## src/hw/rtl/ifis_pkg.sv

```systemverilog
`timescale 1ns / 1ps
`default_nettype none
package ifis_pkg;

  localparam logic [31:0] FLT_MAX_BITS = 32'h7F7F_FFFF;
  localparam logic [31:0] QNAN_BITS    = 32'h7FC0_0000;
  localparam logic [31:0] INF_BITS     = 32'h7F80_0000;
  localparam logic [31:0] MAG_MASK     = 32'h7FFF_FFFF;
  localparam logic [31:0] SIGN_BIT     = 32'h8000_0000;

  function automatic logic is_nan(input logic [31:0] u);
    return (u & MAG_MASK) > INF_BITS;
  endfunction

  function automatic logic is_inf(input logic [31:0] u);
    return (u & MAG_MASK) == INF_BITS;
  endfunction

  // Ordered less-than: false when either side is NaN, and the two zeros are equal.
  function automatic logic f_lt(input logic [31:0] a, input logic [31:0] b);
    logic [31:0] ka;
    logic [31:0] kb;
    ka = a[31] ? ~a : (a | SIGN_BIT);
    kb = b[31] ? ~b : (b | SIGN_BIT);
    if (is_nan(a) || is_nan(b)) begin
      return 1'b0;
    end
    if ((a & MAG_MASK) == 32'd0 && (b & MAG_MASK) == 32'd0) begin
      return 1'b0;
    end
    return ka < kb;
  endfunction

endpackage
`default_nettype wire

```

## src/hw/rtl/ifis_fma.sv

```systemverilog
`timescale 1ns / 1ps
`default_nettype none
module ifis_fma
  import ifis_pkg::*;
(
  input  wire logic        clk,
  input  wire logic        rst,
  input  wire logic        start,
  input  wire logic [31:0] x,
  input  wire logic [31:0] y,
  input  wire logic [31:0] z,
  output logic             done,
  output logic [31:0]      result
);

  typedef enum logic [8:0] {
    F_IDLE  = 9'b000000001,
    F_MUL   = 9'b000000010,
    F_NORMA = 9'b000000100,
    F_NORMB = 9'b000001000,
    F_ALIGN = 9'b000010000,
    F_ADD   = 9'b000100000,
    F_NORMR = 9'b001000000,
    F_RND1  = 9'b010000000,
    F_RND2  = 9'b100000000
  } fstate_t;

  fstate_t state;

  logic [31:0] xr, yr, zr;
  logic [63:0] ma, mb, w;
  logic signed [11:0] ea, eb, we, e2;
  logic sa, sb, rs;
  logic [24:0] q;
  logic q_ovf;

  // Operand decode.
  logic [23:0] mx, my, mz;
  logic signed [11:0] ex, ey, ez;
  logic sx, sy, sz, sp;

  always_comb begin
    sx = xr[31];
    sy = yr[31];
    sz = zr[31];
    sp = sx ^ sy;
    mx = (xr[30:23] == 8'd0) ? {1'b0, xr[22:0]} : {1'b1, xr[22:0]};
    my = (yr[30:23] == 8'd0) ? {1'b0, yr[22:0]} : {1'b1, yr[22:0]};
    mz = (zr[30:23] == 8'd0) ? {1'b0, zr[22:0]} : {1'b1, zr[22:0]};
    ex = (xr[30:23] == 8'd0) ? -12'sd149 : ($signed({4'd0, xr[30:23]}) - 12'sd150);
    ey = (yr[30:23] == 8'd0) ? -12'sd149 : ($signed({4'd0, yr[30:23]}) - 12'sd150);
    ez = (zr[30:23] == 8'd0) ? -12'sd149 : ($signed({4'd0, zr[30:23]}) - 12'sd150);
  end

  logic [47:0] prod;
  assign prod = mx * my;

  // Shared normalizer step: coarse shifts never carry the leading one past the target.
  logic norm_ok;
  logic [63:0] w_step;
  logic signed [11:0] we_step;

  always_comb begin
    norm_ok = 1'b0;
    w_step  = w;
    we_step = we;
    if (state == F_NORMR) begin
      if (w[63:62] != 2'd0) begin
        norm_ok = 1'b1;
      end else if (w[63:46] == 18'd0) begin
        w_step = w << 16; we_step = we - 12'sd16;
      end else if (w[63:58] == 6'd0) begin
        w_step = w << 4;  we_step = we - 12'sd4;
      end else begin
        w_step = w << 1;  we_step = we - 12'sd1;
      end
    end else begin
      if (w[63:60] != 4'd0) begin
        norm_ok = 1'b1;
      end else if (w[63:44] == 20'd0) begin
        w_step = w << 16; we_step = we - 12'sd16;
      end else if (w[63:56] == 8'd0) begin
        w_step = w << 4;  we_step = we - 12'sd4;
      end else begin
        w_step = w << 1;  we_step = we - 12'sd1;
      end
    end
  end

  // Alignment of the smaller addend with a sticky bit.
  logic swap;
  logic [63:0] m_big, m_sml, m_aln;
  logic signed [11:0] e_big, e_sml, dexp;
  logic s_big, s_sml;

  always_comb begin
    swap  = (eb > ea) || (eb == ea && mb > ma);
    m_big = swap ? mb : ma;
    m_sml = swap ? ma : mb;
    e_big = swap ? eb : ea;
    e_sml = swap ? ea : eb;
    s_big = swap ? sb : sa;
    s_sml = swap ? sa : sb;
    dexp  = e_big - e_sml;
    if (dexp > 12'sd62) begin
      m_aln = 64'd1;
    end else if (dexp > 12'sd0) begin
      m_aln = (m_sml >> dexp[5:0])
            | {63'd0, (m_sml & ~(64'hFFFF_FFFF_FFFF_FFFF << dexp[5:0])) != 64'd0};
    end else begin
      m_aln = m_sml;
    end
  end

  logic [63:0] r_sum;
  assign r_sum = (sa == sb) ? (ma + mb) : (ma - mb);

  // Rounding to nearest even with the leading one at bit 62.
  logic signed [11:0] s_den, s_amt;
  logic [63:0] rem, half, q_shift;
  logic rnd_inc;

  always_comb begin
    s_den   = -12'sd149 - we;
    s_amt   = (s_den > 12'sd39) ? s_den : 12'sd39;
    q_shift = w >> s_amt[5:0];
    rem     = w & ~(64'hFFFF_FFFF_FFFF_FFFF << s_amt[5:0]);
    half    = 64'd1 << (s_amt[5:0] - 6'd1);
    rnd_inc = (rem > half) || (rem == half && q_shift[0]);
  end

  logic [24:0] q_fix;
  logic signed [11:0] e_fix, biased;

  always_comb begin
    q_fix = q;
    e_fix = e2;
    if (q == 25'h100_0000) begin
      q_fix = 25'h080_0000;
      e_fix = e2 + 12'sd1;
    end
    biased = e_fix + 12'sd150;
  end

  always_ff @(posedge clk) begin
    if (rst) begin
      state <= F_IDLE;
      done  <= 1'b0;
    end else begin
      done <= 1'b0;
      case (state)
        F_IDLE: begin
          if (start) begin
            xr    <= x;
            yr    <= y;
            zr    <= z;
            state <= F_MUL;
          end
        end
        F_MUL: begin
          if (is_nan(xr) || is_nan(yr) || is_nan(zr)) begin
            result <= QNAN_BITS; done <= 1'b1; state <= F_IDLE;
          end else if (is_inf(xr) || is_inf(yr)) begin
            if ((xr & MAG_MASK) == 32'd0 || (yr & MAG_MASK) == 32'd0 ||
                (is_inf(zr) && sz != sp)) begin
              result <= QNAN_BITS;
            end else begin
              result <= {sp, INF_BITS[30:0]};
            end
            done <= 1'b1; state <= F_IDLE;
          end else if (is_inf(zr)) begin
            result <= zr; done <= 1'b1; state <= F_IDLE;
          end else if (prod == 48'd0) begin
            result <= (mz == 24'd0) ? {sp & sz, 31'd0} : zr;
            done   <= 1'b1; state <= F_IDLE;
          end else begin
            w  <= {16'd0, prod};
            we <= ex + ey;
            sa <= sp;
            rs <= sp;
            mb <= {40'd0, mz};
            eb <= ez;
            sb <= sz;
            state <= (mz == 24'd0) ? F_NORMR : F_NORMA;
          end
        end
        F_NORMA: begin
          if (norm_ok) begin
            ma <= w;  ea <= we;
            w  <= mb; we <= eb;
            state <= F_NORMB;
          end else begin
            w <= w_step; we <= we_step;
          end
        end
        F_NORMB: begin
          if (norm_ok) begin
            mb <= w; eb <= we;
            state <= F_ALIGN;
          end else begin
            w <= w_step; we <= we_step;
          end
        end
        F_ALIGN: begin
          ma <= m_big; ea <= e_big; sa <= s_big;
          mb <= m_aln; sb <= s_sml;
          state <= F_ADD;
        end
        F_ADD: begin
          if (r_sum == 64'd0) begin
            result <= 32'd0; done <= 1'b1; state <= F_IDLE;
          end else begin
            w <= r_sum; we <= ea; rs <= sa;
            state <= F_NORMR;
          end
        end
        F_NORMR: begin
          if (norm_ok) begin
            state <= F_RND1;
          end else begin
            w <= w_step; we <= we_step;
          end
        end
        F_RND1: begin
          q_ovf <= we > 12'sd65;
          e2    <= we + s_amt;
          if (s_amt >= 12'sd64) begin
            q <= 25'd0;
          end else begin
            q <= q_shift[24:0] + {24'd0, rnd_inc};
          end
          state <= F_RND2;
        end
        F_RND2: begin
          if (q_ovf) begin
            result <= {rs, INF_BITS[30:0]};
          end else if (q_fix[23]) begin
            if (biased >= 12'sd255) begin
              result <= {rs, INF_BITS[30:0]};
            end else begin
              result <= {rs, biased[7:0], q_fix[22:0]};
            end
          end else begin
            result <= {rs, 8'd0, q_fix[22:0]};
          end
          done  <= 1'b1;
          state <= F_IDLE;
        end
        default: state <= F_IDLE;
      endcase
    end
  end

endmodule
`default_nettype wire

```

## src/hw/rtl/inverse_fma_interval_search.sv

```systemverilog
`timescale 1ns / 1ps
`default_nettype none
// Finds the interval of finite floats x for which fma(x, b, c) falls inside the inclusive
// target [target_low, target_high]; a negative b is folded first by negating b, c and the
// target. One request is worked at a time, and in_stall stays high until it is done. Two
// binary searches over the float order run up to 64 evaluations of a single shared
// multi-cycle FMA unit. A search step is shortest when an operand is NaN or infinite or
// the product is zero, and longest when subnormal operands need long normalizing shifts.
// An empty answer shows x_low above x_high in float order. A finished result waits in an
// output register while the next request is accepted.
module inverse_fma_interval_search
  import ifis_pkg::*;
(
  input  wire logic        clk,
  input  wire logic        rst,
  input  wire logic        in_valid,
  output logic             in_stall,
  input  wire logic [31:0] mul_operand,
  input  wire logic [31:0] add_operand,
  input  wire logic [31:0] target_low,
  input  wire logic [31:0] target_high,
  output logic             out_valid,
  input  wire logic        out_stall,
  output logic [31:0]      x_low,
  output logic [31:0]      x_high
);

  typedef enum logic [5:0] {
    T_IDLE  = 6'b000001,
    T_EVAL1 = 6'b000010,
    T_WAIT1 = 6'b000100,
    T_EVAL2 = 6'b001000,
    T_WAIT2 = 6'b010000,
    T_OUT   = 6'b100000
  } tstate_t;

  localparam logic signed [32:0] ORD_MAX = 33'sd2139095039;
  localparam logic signed [32:0] ORD_MIN = -33'sd2139095040;

  tstate_t state;
  logic [31:0] b, c, dlo, dhi;
  logic signed [32:0] lo, hi, mid, lower;

  logic signed [33:0] sum;
  logic signed [33:0] mid_dn, mid_up;
  assign sum    = {lo[32], lo} + {hi[32], hi};
  assign mid_dn = sum >>> 1;
  assign mid_up = (sum + 34'sd1) >>> 1;

  function automatic logic [31:0] from_order(input logic signed [32:0] v);
    return v[32] ? (v[31:0] ^ MAG_MASK) : v[31:0];
  endfunction

  logic fma_start, fma_done;
  logic [31:0] fma_x, fma_res;

  ifis_fma u_fma (
    .clk    (clk),
    .rst    (rst),
    .start  (fma_start),
    .x      (fma_x),
    .y      (b),
    .z      (c),
    .done   (fma_done),
    .result (fma_res)
  );

  assign in_stall  = (state != T_IDLE);
  assign fma_start = (state == T_EVAL1 && lo < hi) || (state == T_EVAL2 && lo < hi);
  assign fma_x     = (state == T_EVAL1) ? from_order(mid_dn[32:0]) : from_order(mid_up[32:0]);

  always_ff @(posedge clk) begin
    if (rst) begin
      state     <= T_IDLE;
      out_valid <= 1'b0;
    end else begin
      if (out_valid && !out_stall && state != T_OUT) begin
        out_valid <= 1'b0;
      end
      case (state)
        T_IDLE: begin
          if (in_valid) begin
            if (f_lt(mul_operand, 32'd0)) begin
              b   <= mul_operand ^ SIGN_BIT;
              c   <= add_operand ^ SIGN_BIT;
              dlo <= target_high ^ SIGN_BIT;
              dhi <= target_low ^ SIGN_BIT;
            end else begin
              b   <= mul_operand;
              c   <= add_operand;
              dlo <= target_low;
              dhi <= target_high;
            end
            lo    <= ORD_MIN;
            hi    <= ORD_MAX;
            state <= T_EVAL1;
          end
        end
        T_EVAL1: begin
          if (lo < hi) begin
            mid   <= mid_dn[32:0];
            state <= T_WAIT1;
          end else begin
            lower <= lo;
            lo    <= lo - 33'sd1;
            hi    <= ORD_MAX;
            state <= T_EVAL2;
          end
        end
        T_WAIT1: begin
          if (fma_done) begin
            if (f_lt(fma_res, dlo)) begin
              lo <= mid + 33'sd1;
            end else begin
              hi <= mid;
            end
            state <= T_EVAL1;
          end
        end
        T_EVAL2: begin
          if (lo < hi) begin
            mid   <= mid_up[32:0];
            state <= T_WAIT2;
          end else begin
            state <= T_OUT;
          end
        end
        T_WAIT2: begin
          if (fma_done) begin
            if (f_lt(dhi, fma_res)) begin
              hi <= mid - 33'sd1;
            end else begin
              lo <= mid;
            end
            state <= T_EVAL2;
          end
        end
        T_OUT: begin
          // Hold the answer until the previous result has left the output register.
          if (!out_valid || !out_stall) begin
            x_low     <= from_order(lower);
            x_high    <= from_order(hi);
            out_valid <= 1'b1;
            state     <= T_IDLE;
          end
        end
        default: state <= T_IDLE;
      endcase
    end
  end

endmodule
`default_nettype wire
```

## config.mk

```make
export PLATFORM = sky130hd
export DESIGN_NAME = inverse_fma_interval_search
export DESIGN_NICKNAME = d
export VERILOG_FILES = /design/src/hw/rtl/ifis_pkg.sv /design/src/hw/rtl/ifis_fma.sv /design/src/hw/rtl/inverse_fma_interval_search.sv
export SDC_FILE = /design/constraint.sdc
export NUM_CORES = 2
export LEC_CHECK = 0
export BUFFER_PORTS_ARGS = -buffer_cell sky130_fd_sc_hd__buf_4
export CORE_UTILIZATION = 25
export DETAILED_ROUTE_END_ITERATION = 10
export MAX_ROUTING_LAYER = met4
export PLACE_DENSITY = 0.49
export SKIP_LAST_GASP = 1
export SLEW_MARGIN = 5
export SYNTH_ARGS = -nofsm -noshare
export SYNTH_HDL_FRONTEND = slang
export SYNTH_SLANG_ARGS = --single-unit
export TNS_END_PERCENT = 20
```

## constraint.sdc

```tcl
create_clock -name clk -period 21.6 [get_ports clk]
set_input_delay 3.24 -clock clk [delete_from_list [all_inputs] [get_ports clk]]
set_output_delay 3.24 -clock clk [all_outputs]
set_load 0.02 [all_outputs]
```

# --- After elaboration in Yosys (flattened, before gate mapping) ---
# Index checks and enable logic that the tools add are counted.
# W data, S select, Z words.
op_classes:
  addsub: 21
  n_mul: 1
  magnitude_cmp: 20
  n_eq_ne: 49
  shift: 5
  muxes: 193
  n_bitwise: 21
  reduce_logical: 69
ops:
  columns: ["op", "count"]
  rows:
  - ["$mux W64", 24]
  - ["$mux W32", 16]
  - ["$mux W33", 14]
  - ["$mux W12", 26]
  - ["$pmux W33 S4", 2]
  - ["$pmux W64 S4", 1]
  - ["$gt A31 B31 Y1 const B", 7]
  - ["$mux W31", 7]
  - ["$logic_not A32 Y1", 6]
  - ["$pmux W64 S3", 1]
  - ["$and A64 B64 Y64", 2]
  - ["$gt A64 B64 Y1", 2]
  - ["$not A32 Y32", 4]
  - ["$not A64 Y64", 2]
  - ["$pmux W64 S2", 1]
  - ["$shl A64 B6 Y64 const A", 2]
  - ["$not A31 Y31", 4]
  - ["$mux W24", 4]
  - ["$pmux W32 S3", 1]
  - ["$eq A31 B31 Y1 const B", 3]
  - ["$mux W9", 8]
  - ["$pmux W9 S8", 1]
  - ["$mux W1", 70]
  - ["$pmux W33 S2", 1]
  - ["87 further kinds", 170]
word_totals:
  regBits: 738
  output_inout_bits: 66
  word_cells: 409

# --- Logic depth before layout (Yosys ltp) ---
logic_depth:
  depth_word: 18
  ltp_mapped: 42

# --- Cells and area by module ---
# A second synthesis with hierarchy kept.
hier_totals:
  cells_unflattened: 10463
  area_unflattened_um2: 88082.0
modules_own_cells:
  columns: ["module", "n_inst", "cells_per_inst", "area_per_inst_um2", "seq_area_each_um2"]
  rows:
  - ["ifis_fma", 1, 8388, 66550.1, 12121.6]
  - ["inverse_fma_interval_search", 1, 2075, 21531.9, 9869.5]

# --- Least setup slack after synthesis ---
# No wires, ideal clock.
synth_path:
  path_kind: "register to register"
  start: "register u_fma.xr[27]"
  end: "register u_fma.w[0], enable pin"
  setup_time_ns: 0.914
  arrival_time_ns: 19.872
  required_time_ns: 20.686
  slack_ns: 0.814
  path_stages_with_launch: 33
  n_path_buf: 2
  path_cell_list: "edfxtp_1 nor4_1 nand4_1 and2_1 fa_1 fa_1 fa_1 inv_1 fa_1 inv_1 fa_1 inv_1 fa_1 inv_1 fa_1 ha_1 clkbuf_1 nand4_1 or3_1 o21ai_0 a31oi_1 o21ai_0 a221oi_1 o311ai_0 nor3b_1 nor2_1 xnor2_1 and4b_1 nand4_1 a31oi_1 or2_0 clkbuf_1 a2111oi_0"
synth_via:
  elab_chain_cells: 6
synth_lines:
  columns: ["item", "line_no", "rtl"]
  rows:
  - ["from (decl)", "ifis_fma.sv:30", "logic [31:0] xr, yr, zr;"]
  - ["from (signal assigned)", "ifis_fma.sv:154", "xr <= x;"]
  - ["$logic_not A8 Y1", "ifis_fma.sv:47", "mx = (xr[30:23] == 8'd0) ? {1'b0, xr[22:0]} : {1'b1, xr[22:0]};"]
  - ["$mux W24", "ifis_fma.sv:47", null]
  - ["$mul A24 B24 Y48", "ifis_fma.sv:56", "assign prod = mx * my;"]
  - ["$logic_not A48 Y1", "ifis_fma.sv:173", "end else if (prod == 48'd0) begin"]
  - ["$ne A2 B2 Y1 (no source line)", null, null]
  - ["$reduce_and A8 Y1 (no source line) (*)", null, null]
  - ["to (signal assigned)", "ifis_fma.sv:177", "w <= {16'd0, prod};"]
  - ["to (signal assigned)", "ifis_fma.sv:193", "w <= w_step; we <= we_step;"]
  - ["to (signal assigned)", "ifis_fma.sv:201", "w <= w_step; we <= we_step;"]
  - ["to (decl)", "ifis_fma.sv:31", "logic [63:0] ma, mb, w;"]
# Every way passes the cells marked *; elsewhere a longest branch is shown, timed or not.
# A chain may end at the register's enable or synchronous reset.

# --- Final worst setup path ---
layout_path:
  start: "register u_fma.yr[6]"
  end: "register u_fma.w[15], enable pin"
layout_via:
  elab_chain_cells: 5
layout_lines:
  columns: ["item", "line_no", "rtl"]
  rows:
  - ["from (decl)", "ifis_fma.sv:30", null]
  - ["from (signal assigned)", "ifis_fma.sv:155", "yr <= y;"]
  - ["$mux W24 or $gt A31 B31 Y1 (tied branches)", "ifis_fma.sv:48, ifis_pkg.sv:12", null]
  - ["$mul A24 B24 Y48 or $logic_or A1 B1 Y1 (tied branches)", "ifis_fma.sv:56, ifis_fma.sv:161", null]
  - ["$logic_not A48 Y1 or $logic_or A1 B1 Y1 (tied branches)", "ifis_fma.sv:173, ifis_fma.sv:161", null]
  - ["$ne A2 B2 Y1 (no source line)", null, null]
  - ["$reduce_and A8 Y1 (no source line) (*)", null, null]
# Marked as above.

==> impl_metrics.csv <==
group,metric,value,unit
outcome,status,"completed",
synthesis,synth_top_area_share,25.4,%
worst_setup_path,worstPathArrival,12230,ps
global_routing,antenna_found_initial,19,
min_path,hp-class,"flip-flop to flip-flop",
synthesis,async_flop_share,0,%
floorplan,num_rows,214,
cts,cts_tree,"done",
pwr,power_density,86.2,mW/mm^2
synthesis,synth_warnings,0,
worst_setup_path,cp_common_cell,"fa_1",
worst_setup_path,crit_required,22000,ps
timing,fin_crit_sh,54.8,%
timing,fin_ws,9770,ps
floorplan,die-area,0.344,sq mm
route,wl_per_cell,26.0,microns
cts,post_cts_buffers,0,
worst_setup_path,crit_path_start_kind,"flip-flop",
cells_and_area,layout-drive-gt1-share,9.30,%
cts,numClockSinks,738,
route,totalWireLength,375000,microns
placement,io_buffer_count,197,
worst_setup_path,crit_family,"adder cells",
synthesis,ys.flop_type,"edfxtp_1",
timing,slew_viol_final,0,
floorplan,io_pins,198,
timing,rsz0062_at_grt,"false",
worst_setup_path,critical_path_class,"flip-flop to flip-flop",
route,drc,0,
global_routing,grt_pass1_wl,546000,microns
cts,path_clk_slew,60,ps
synthesis,synthCells,9956,
synthesis,synth.avg_cell_area,8.58,sq um
synthesis,yosys.area.top_type,"edfxtp_1",
route,routed_via_density,5.49,
cts,holdBufCountCts,0,
worst_setup_path,cp-end-kind,"flip-flop",
synthesis,synth_common_cells,"nand2_1, inv_1, a21oi_1",
cts,root_buffer,"clkbuf_16",
worst_setup_path,path_max_fanout,39,
timing,min_period,11830,ps
floorplan,die_w,586,microns
global_routing,grt_pass1_vias,76300,
synthesis,synthesis.nets,11100,
route,drt_first_pass_iters,8,
cells_and_area,nFillCells,36500,
global_routing,grt.total_usage,21.8,%
route,routed.top_layer,"met4",
placement,pre_cts_ws,9950,ps
synthesis,synthesis.area,0.0854,sq mm
pwr,ir_drop,0.000258,V
synthesis,ys_ff_latch,738,
global_routing,grt_max_degree,97,
timing,clock.fmax,84.5,MHz
floorplan,core,0.340,sq mm
timing,slew_headroom,3.52,%
cts,ctsResizeCount,0,
timing,setup_tns,0,ps
route,ant_nets,0,
synthesis,synth_most_common_cell,"nand2_1",
cts,insertion_delay,770,ps
global_routing,grt-ovfl-total,0,
cts,cts_buffers,94,
worst_setup_path,slowest_delay,1110,ps
timing,skew,54.7,ps
floorplan,start_util,25.1,%
timing,hold_viol_final,0,
placement,dp_hpwl,286000,microns
route,drt_iter0_markers,9111,
timing,finalSetupViolCount,0,
run,drv_cap,0,
worst_setup_path,path_buf_inv,5,
route,via_count,79200,
synthesis,synth_cell_type_count,119,
placement,gp_congestion,1.00,
route,wl_met2,163000,microns
route,wl_met1,159000,microns
pwr,leakage,0.0370,uW
cts,clockBufferDepth,3,
cells_and_area,num-nets-final,11000,
synthesis,synth-edff-count,721,
synthesis,synth_area_leaders,"edfxtp_1, fa_1, ha_1",
cells_and_area,area_growth,11.5,%
timing,tightest_slew,1410,ps
worst_setup_path,slowest_stage,"edfxtp_1",
route,dr_wl_met3,32800,microns
floorplan,dieHeight,586,microns
synthesis,ys_seq_area_share,25.8,%
cts,htreeDepth,3,
## final timing paths
kind                                             from                    end  slack (ps)  cells past startpoint
worst max-delay path            u_fma.yr[6]$_DFFE_PP_  u_fma.w[15]$_DFFE_PP_        9770                     30
worst min-delay path                   c[0]$_DFFE_PP_  u_fma.zr[0]$_DFFE_PP_         420                      0
worst max register to register  u_fma.yr[6]$_DFFE_PP_  u_fma.w[15]$_DFFE_PP_        9770                     30
worst min register to register         c[0]$_DFFE_PP_  u_fma.zr[0]$_DFFE_PP_         420                      0
## sequential cells by signal, indices dropped and copies added (netlist names), 33 cells and up, named ones only
name and count:
lower 33, u_fma.w 64, u_fma.ma 64, mid 33, lo 33, u_fma.mb 64, hi 33
## power breakdown
group | leakage [uW] | total (uW) | internal, uW | switching [uW]
sequential | 0.00662 | 1850 | 1790 | 53.7
combinational | 0.0289 | 4750 | 1720 | 3030
clock | 0.00147 | 1610 | 892 | 717
## kinds of logic after synthesis
family / share of synthesized area, %
and+or+nand+nor: 17.7
buffers and inverters: 7.02
muxes: 5.32
adders and majority gates: 19.4
AOI/OAI and AO/OA: 19.6
DFF: 25.8
xor gates and xnor gates: 5.18
## metal layers
metal | GRT usage [%] | up-vias
met2 | 32.5 | 4034
met4 | 9.98 | 0
met1 | 28.7 | 39100
met3 | 3.97 | 942
met5 | - | -
li1 | - | 35100
## stage by stage
stage | hold slack, ps | instance area [sq um] | power (uW) | std cells | util [%]
after CTS | 416 | 95200 | 8240 | 14400 | 28.0
after global routing | 420 | 95200 | 8690 | 14400 | 28.0
after global placement | 403 | 92100 | 6610 | 14200 | 27.1
after floorplan | 400 | 85400 | 4910 | 9956 | -
final | 416 | 95200 | 8210 | 14400 | 28.0
after detailed placement | 405 | 92100 | 6600 | 14200 | 27.1
## cell type report
cell class / count / area (sq um) / share of cell area, %
multi-input combinational: 7673 / 57900 / 60.8
sequential: 738 / 22000 / 23.1
tap: 4536 / 5680 / 5.96
timing repair buffer: 457 / 3430 / 3.60
inverter: 836 / 3140 / 3.30
clock buffer: 113 / 2500 / 2.62
clock inverter: 61 / 563 / 0.591
antenna: 9 / 22.5 / 0.0237
## placed cells by master, fill, tap and decap left out, types with 119 or more instances in the layout
cell type  netlist  layout
nand2_1       1176    1175
and2_1         252     251
xnor2_1        271     267
a31oi_1        135     134
nor2_1         694     687
nand3_1        162     159
mux2i_1        202     202
ha_1           543     541
edfxtp_1       721     721
o21ai_0        557     555
inv_1          827     826
a21oi_1        769     765
nand4_1        119     119
xor2_1         232     229
fa_1           486     486
nor3_1         218     209
buf_4           15     457
No activity file was read; power rests on OpenSTA's default activity.
